<file path="src/hdl/usc_pkg.sv">
`timescale 1ns / 1ps
// Package for the UTF-8 script classifier: byte and result types, decode
// constants, script range limits and the script priority function. No dependencies.
package usc_pkg;

  typedef logic [7:0]  byte_t;
  typedef logic [2:0]  kind_t;
  typedef logic [1:0]  pending_t;
  typedef logic [20:0] codepoint_t;

  typedef struct packed {
    logic hangul;
    logic cjk;
    logic japanese;
    logic grcy;
  } flags_t;

  localparam kind_t KIND_LATIN    = 3'd0;
  localparam kind_t KIND_GRCY     = 3'd1;
  localparam kind_t KIND_JAPANESE = 3'd2;
  localparam kind_t KIND_CJK      = 3'd3;
  localparam kind_t KIND_HANGUL   = 3'd4;

  localparam byte_t CONT_MASK = 8'hC0;
  localparam byte_t CONT_TAG  = 8'h80;

  localparam codepoint_t HANGUL_LO   = 21'h00AC00;
  localparam codepoint_t HANGUL_HI   = 21'h00D7A3;
  localparam codepoint_t CJK_LO      = 21'h004E00;
  localparam codepoint_t CJK_HI      = 21'h009FEF;
  localparam codepoint_t CJKB_LO     = 21'h020000;
  localparam codepoint_t CJKB_HI     = 21'h0200CC;
  localparam codepoint_t JAPANESE_LO = 21'h003000;
  localparam codepoint_t JAPANESE_HI = 21'h0030FF;
  localparam codepoint_t GRCY_LO     = 21'h000370;
  localparam codepoint_t GRCY_HI     = 21'h0004FF;

  function automatic kind_t pick_kind(input flags_t flags);
    kind_t kind;
    if (flags.hangul) begin
      kind = KIND_HANGUL;
    end else if (flags.cjk) begin
      kind = KIND_CJK;
    end else if (flags.japanese) begin
      kind = KIND_JAPANESE;
    end else if (flags.grcy) begin
      kind = KIND_GRCY;
    end else begin
      kind = KIND_LATIN;
    end
    return kind;
  endfunction

endpackage

</file>
<file path="src/hdl/usc_if.sv">
`timescale 1ns / 1ps
// Valid/ready channel interfaces for the text byte stream and the script result.
// Depends on usc_pkg for the payload types.
interface usc_byte_if;
  import usc_pkg::*;

  logic  valid;
  logic  ready;
  byte_t text_byte;

  modport source (output valid, output text_byte, input ready);
  modport sink (input valid, input text_byte, output ready);
endinterface

interface usc_kind_if;
  import usc_pkg::*;

  logic  valid;
  logic  ready;
  kind_t script_kind;

  modport source (output valid, output script_kind, input ready);
  modport sink (input valid, input script_kind, output ready);
endinterface

</file>
<file path="src/hdl/usc_in_stage.sv">
`timescale 1ns / 1ps
// Input register of the UTF-8 script classifier: holds one text byte beat.
// Depends on usc_pkg and usc_byte_if.
module usc_in_stage (
  input  logic          clk,
  input  logic          rst,
  usc_byte_if.sink      text,
  input  logic          take,
  output logic          held,
  output usc_pkg::byte_t held_byte
);
  import usc_pkg::*;

  assign text.ready = !held || take;

  always_ff @(posedge clk) begin
    if (rst) begin
      held <= 1'b0;
    end else if (text.ready) begin
      held <= text.valid;
    end
  end

  always_ff @(posedge clk) begin
    if (text.ready && text.valid) begin
      held_byte <= text.text_byte;
    end
  end

endmodule

</file>
<file path="src/hdl/usc_decoder.sv">
`timescale 1ns / 1ps
// UTF-8 decode state and sticky script flags; one byte is consumed per step.
// Depends on usc_pkg.
module usc_decoder (
  input  logic            clk,
  input  logic            rst,
  input  logic            step,
  input  usc_pkg::byte_t  text_byte,
  output usc_pkg::kind_t  script_kind
);
  import usc_pkg::*;

  pending_t   bytes_pending, bytes_pending_next;
  codepoint_t partial_codepoint, partial_codepoint_next;
  flags_t     flags, flags_next;
  codepoint_t cp;
  logic       is_cont;
  logic       done;

  assign is_cont = (text_byte & CONT_MASK) == CONT_TAG;
  assign cp = {partial_codepoint[14:0], text_byte[5:0]};
  assign done = (bytes_pending == 2'd1) && is_cont;
  assign script_kind = pick_kind(flags);

  always_comb begin
    bytes_pending_next = bytes_pending;
    partial_codepoint_next = partial_codepoint;
    flags_next = flags;
    if (text_byte == 8'h00) begin
      bytes_pending_next = '0;
      partial_codepoint_next = '0;
      flags_next = '0;
    end else if (bytes_pending != 2'd0 && is_cont) begin
      bytes_pending_next = bytes_pending - 2'd1;
      if (done) begin
        partial_codepoint_next = '0;
        if (cp >= HANGUL_LO && cp <= HANGUL_HI) flags_next.hangul = 1'b1;
        if ((cp >= CJK_LO && cp <= CJK_HI) || (cp >= CJKB_LO && cp <= CJKB_HI)) begin
          flags_next.cjk = 1'b1;
        end
        if (cp >= JAPANESE_LO && cp <= JAPANESE_HI) flags_next.japanese = 1'b1;
        if (cp >= GRCY_LO && cp <= GRCY_HI) flags_next.grcy = 1'b1;
      end else begin
        partial_codepoint_next = cp;
      end
    end else begin
      // A byte that is not a continuation starts a new sequence. Plain ASCII
      // never falls in a tracked script range.
      bytes_pending_next = '0;
      partial_codepoint_next = '0;
      if (text_byte[7:5] == 3'b110) begin
        bytes_pending_next = 2'd1;
        partial_codepoint_next = {16'd0, text_byte[4:0]};
      end else if (text_byte[7:4] == 4'b1110) begin
        bytes_pending_next = 2'd2;
        partial_codepoint_next = {17'd0, text_byte[3:0]};
      end else if (text_byte[7:3] == 5'b11110) begin
        bytes_pending_next = 2'd3;
        partial_codepoint_next = {18'd0, text_byte[2:0]};
      end
    end
  end

  always_ff @(posedge clk) begin
    if (rst) begin
      bytes_pending <= '0;
      partial_codepoint <= '0;
      flags <= '0;
    end else if (step) begin
      bytes_pending <= bytes_pending_next;
      partial_codepoint <= partial_codepoint_next;
      flags <= flags_next;
    end
  end

endmodule

</file>
<file path="src/hdl/utf8_script_classifier.sv">
`timescale 1ns / 1ps
// Top level of the UTF-8 script classifier: input register, decoder, result register.
// Depends on usc_pkg, usc_if, usc_in_stage and usc_decoder.
//
// Text arrives one byte per beat on the text channel and a zero byte closes
// the string, producing one beat on the kind channel that gives the highest-priority
// script seen (Hangul, CJK, Japanese, Greek/Cyrillic, otherwise Latin) and clearing
// all decode state. A bad lead byte, a broken sequence or a sequence left open
// at the end never sets a script flag; overlong forms are not rejected.
// The block takes one byte every cycle when not stalled. Each byte waits in the
// input register until taken, and the decoder updates its state as it is taken;
// a result is loaded into the result register as its zero byte is taken. Only a
// zero byte can stall, and only while the previous result waits to be taken.
module utf8_script_classifier (
  input logic        clk,
  input logic        rst,
  usc_byte_if.sink   text,
  usc_kind_if.source kind
);
  import usc_pkg::*;

  logic  held;
  byte_t held_byte;
  logic  is_end;
  logic  take;
  kind_t script_kind;

  assign is_end = held_byte == 8'h00;
  assign take = held && (!is_end || !kind.valid || kind.ready);

  usc_in_stage u_in_stage (
    .clk       (clk),
    .rst       (rst),
    .text      (text),
    .take      (take),
    .held      (held),
    .held_byte (held_byte)
  );

  usc_decoder u_decoder (
    .clk         (clk),
    .rst         (rst),
    .step        (take),
    .text_byte   (held_byte),
    .script_kind (script_kind)
  );

  always_ff @(posedge clk) begin
    if (rst) begin
      kind.valid <= 1'b0;
    end else if (take && is_end) begin
      kind.valid <= 1'b1;
    end else if (kind.ready) begin
      kind.valid <= 1'b0;
    end
  end

  always_ff @(posedge clk) begin
    if (take && is_end) begin
      kind.script_kind <= script_kind;
    end
  end

endmodule

</file>
<file path="src/flat_wrapper.sv">
// flat-port wrapper written by rule: the top's interface ports become plain ports
module utf8_script_classifier_flat import usc_pkg::*;
  (clk, rst, text_valid, text_text_byte, text_ready, kind_valid, kind_script_kind, kind_ready);
  usc_byte_if text_i ();
  usc_kind_if kind_i ();
  input logic clk;
  input logic rst;
  input wire logic [$bits(text_i.valid)-1:0] text_valid;
  input wire logic [$bits(text_i.text_byte)-1:0] text_text_byte;
  output wire logic [$bits(text_i.ready)-1:0] text_ready;
  output wire logic [$bits(kind_i.valid)-1:0] kind_valid;
  output wire logic [$bits(kind_i.script_kind)-1:0] kind_script_kind;
  input wire logic [$bits(kind_i.ready)-1:0] kind_ready;
  assign text_i.valid = text_valid;
  assign text_i.text_byte = text_text_byte;
  assign text_ready = text_i.ready;
  assign kind_valid = kind_i.valid;
  assign kind_script_kind = kind_i.script_kind;
  assign kind_i.ready = kind_ready;
  utf8_script_classifier u_core (.clk(clk), .rst(rst), .text(text_i), .kind(kind_i));
endmodule
</file>
<file path="config.mk">
export PLATFORM = sky130hd
export DESIGN_NAME = utf8_script_classifier_flat
export DESIGN_NICKNAME = d
export VERILOG_FILES = /design/src/hdl/usc_pkg.sv /design/src/hdl/usc_if.sv /design/src/hdl/usc_in_stage.sv /design/src/hdl/usc_decoder.sv /design/src/hdl/utf8_script_classifier.sv /design/src/flat_wrapper.sv
export SDC_FILE = /design/constraint.sdc
export NUM_CORES = 1
export LEC_CHECK = 0
export BUFFER_PORTS_ARGS = -buffer_cell sky130_fd_sc_hd__buf_2
export CAP_MARGIN = 10
export CORE_MARGIN = 4
export CORE_UTILIZATION = 57
export DETAILED_ROUTE_END_ITERATION = 10
export PLACE_DENSITY = 0.83
export SLEW_MARGIN = 20
export SYNTH_ARGS = -nofsm -noshare
export SYNTH_HDL_FRONTEND = slang
export SYNTH_SLANG_ARGS = --single-unit
export TNS_END_PERCENT = 30
</file>
<file path="constraint.sdc">
create_clock -name clk -period 2.5 [get_ports clk]
set_clock_uncertainty 0.05 [all_clocks]
set_input_delay 0.5 -clock clk [delete_from_list [all_inputs] [get_ports clk]]
set_output_delay 0.5 -clock clk [all_outputs]
set_load 0.05 [all_outputs]
</file>
==> results.cfg <==
[clock_tree]
cts_buffers = 5
cts_root_buf = clkbuf_4
cts.sinks = 34
clock_path_buffers = 2
worstSkewPairLatency_ns = 0.33
cts_tree = built
clk_pin_slew_ns = 0.10
ctsResizeCount = 0
cts_max_level = 2

[timing]
slew_headroom_pct = 43.0
post-route-period-util_pct = 94.8
max_freq_ghz = 0.422
finalMaxSlewViolations = 0
period_needed_ns = 2.37
rsz0062_at_grt = no
hold_viol = 0
tightest_slew_ns = 0.852
fin_tns_setup_ns = 0
setup_violations = 0
hold_slack_ns = 0.280

[floorplan]
ios = 17
dieArea_um2 = 3930
dieWidth_um = 62.7
coreArea_um2 = 2810
core.rowCount = 19
initial_core_util_pct = 60.8
die_h_um = 62.7

[global_routing]
first_global_vias = 1378
grt_overflow_total = 0
grt_use_total_pct = 19.3
grtUsageMet2_pct = 31.6
use_met3_pct = 4.50
use_met1_pct = 23.4
antenna_found_initial = 0
grt_pass1_wl_mm = 6.02
grt_busiest_layer = met2
grt_max_degree = 20

[critical_path]
crit_path_start_kind = flop
critPathMaxStageDelay_ns = 0.45
critPathRequiredTime_ns = 1.95
cp-end-kind = primary output
crit_type = reg -> out
cp_slowest_cell = edfxtp_1
arrival_ns = 1.82
worstPathMaxFanout = 5
cp_cell_sequence = or3_4 -> nor4_4 -> nand3_1 -> buf_2

[logic_synthesis]
synth-edff-count = 11
synth_cell_types = 52
ys_seq_elements = 34
synth_nets = 197
synth_cells = 183
syn_area_um2 = 1710
yosysWarnings = 0
async_flop_share_pct = 0
ys_seq_area_share_pct = 46.3
ys.flop_type = dfxtp_1
avgSynthCellArea_um2 = 9.33

[final_layout]
finish.instance_area_um2 = 1820
nets = 211
antenna_cells = 0
fillCellCount = 218
drive_gt1_share_pct = 19.2
final_util_pct = 64.8
syn2layout_area_growth_pct = 6.45

[drt]
drc = 0
antenna_left = 0
wl_per_cell_um = 16.0
drt_iter0_markers = 135
vias_per_cell = 6.61
vias = 1513
dr.pass1.iters = 4
drt-total-wl_mm = 3.65

[placed_design]
gp_congestion = 0.853
portBuffers = 16
dpl_cell_area_um2 = 1720
hpwl_mm = 2.52

[pwr]
vdd_ir_drop_max_mv = 0.395
fin_total_pwr_w = 0.000960
power_leakage_nw = 0.627
p_per_area_nw_per_um2 = 529

[run]
maxCapViolCount = 0

[status]
status = completed

[hold_path]
holdCritPathClass = in -> reg
power breakdown:
part / switching (W) / total (W) / leakage (nW) / internal, W
registers: 0.0000211 / 0.000605 / 0.292 / 0.000584
clock network: 0.000178 / 0.000283 / 0.0297 / 0.000106
logic: 0.0000401 / 0.0000718 / 0.305 / 0.0000316
total: 0.000239 / 0.000960 / 0.627 / 0.000721
path summary, 6_finish.rpt:
check	startpoint	endpoint	slack, ns	depth (start not counted)
setup / recovery	u_core.u_in_stage.held_byte[3]	text_ready	0.13	4
hold / removal	text_text_byte[6]	u_core.u_in_stage.held_byte[6]	0.28	1
setup reg to reg	u_core.u_in_stage.held_byte[3]	u_core.u_decoder.partial_codepoint[6]	0.31	6
hold reg to reg	u_core.u_decoder.flags[2]	u_core.u_decoder.flags[2]	0.43	2
layer usage:
| metal | vias to the layer above | wire (um) | share of wire (%) |
|---|---|---|---|
| met5 | - | 0 | 0 |
| met2 | 90 | 1740 | 48 |
| met3 | 11 | 353 | 9.7 |
| met4 | 0 | 96 | 2.6 |
| li1 | 704 | - | - |
| met1 | 708 | 1460 | 40 |
cells in the mapped netlist (3+ instances only):
cell type	n	share of area, %
clkbuf_1	4	0.88
a31oi_1	3	1.1
dfxtp_1	23	27
nor2_1	27	5.9
nand3_1	11	3.2
buf_2	5	1.5
a22oi_1	9	4.0
buf_6	3	2.0
nor4_1	3	1.1
o21ai_0	3	0.88
nand4_1	3	1.1
nor3_1	3	0.88
edfxtp_1	11	19
a21oi_1	10	2.9
nand2_1	11	2.4
inv_1	6	1.3
cell families (layout without fill, tap and decap cells):
group,after synthesis,count (layout),synth area share (%)
compound gates,44,44,18.2
flops,34,34,46.3
fa+ha+maj,2,2,1.47
buf+inv,22,37,7.84
simple gates,81,81,26.2
worst max-delay path, delay by kind of cell, from the launching register on:
| family | cells | cell delay (ns) |
|---|---|---|
| simple gates | 3 | 0.79 |
| buf+inv | 1 | 0.24 |
| flops | 1 | 0.45 |
timing repair:
item / in CTS / in global routing
endpoints found under the setup margin: 0 / 1
setup buffers: 0 / 6
hold buffers: 0 / 0
endpoints found under the hold margin: 0 / 0
sequential cells by signal, indices dropped and copies added, names as in the netlist:
name                                count
u_core.kind.script_kind                 3
u_core.kind.valid                       1
u_core.u_decoder.partial_codepoint     15
u_core.u_decoder.flags                  4
u_core.u_decoder.bytes_pending          2
u_core.u_in_stage.held_byte             8
u_core.u_in_stage.held                  1
cell type report:
cell class                      instances  area (um^2)  share of cell area (%)
Clock inverter                          2         8.76                   0.482
Clock buffer                            6         41.3                    2.27
Sequential cell                        34          791                    43.5
Tap cell                               31         38.8                    2.13
Multi-Input combinational cell        127          782                    43.0
Inverter                                6         22.5                    1.24
Timing Repair Buffer                   23          133                    7.30
metrics by stage:
step | instances | setup WS [ns]
5_1_grt | 229 | 0.0803
6_report | 229 | 0.129
2_1_floorplan | 183 | 0.421
4_1_cts | 223 | 0.0726
3_3_place_gp | 215 | 0.467
3_5_place_dp | 215 | 0.416
cells in the final DEF (no fill, tap or decap), types with 3 or more instances in the layout:
master and instances:
dfxtp_1 23, edfxtp_1 11, inv_1 6, clkbuf_4 5, nor2_1 27, a22oi_1 9
nor3_1 3, buf_2 16, nand4_1 3, nand3_1 11, a31oi_1 3, o21ai_0 3
buf_4 7, a21oi_1 10, nand2_1 11, nor4_1 3
(Power assumes the default switching activity.)
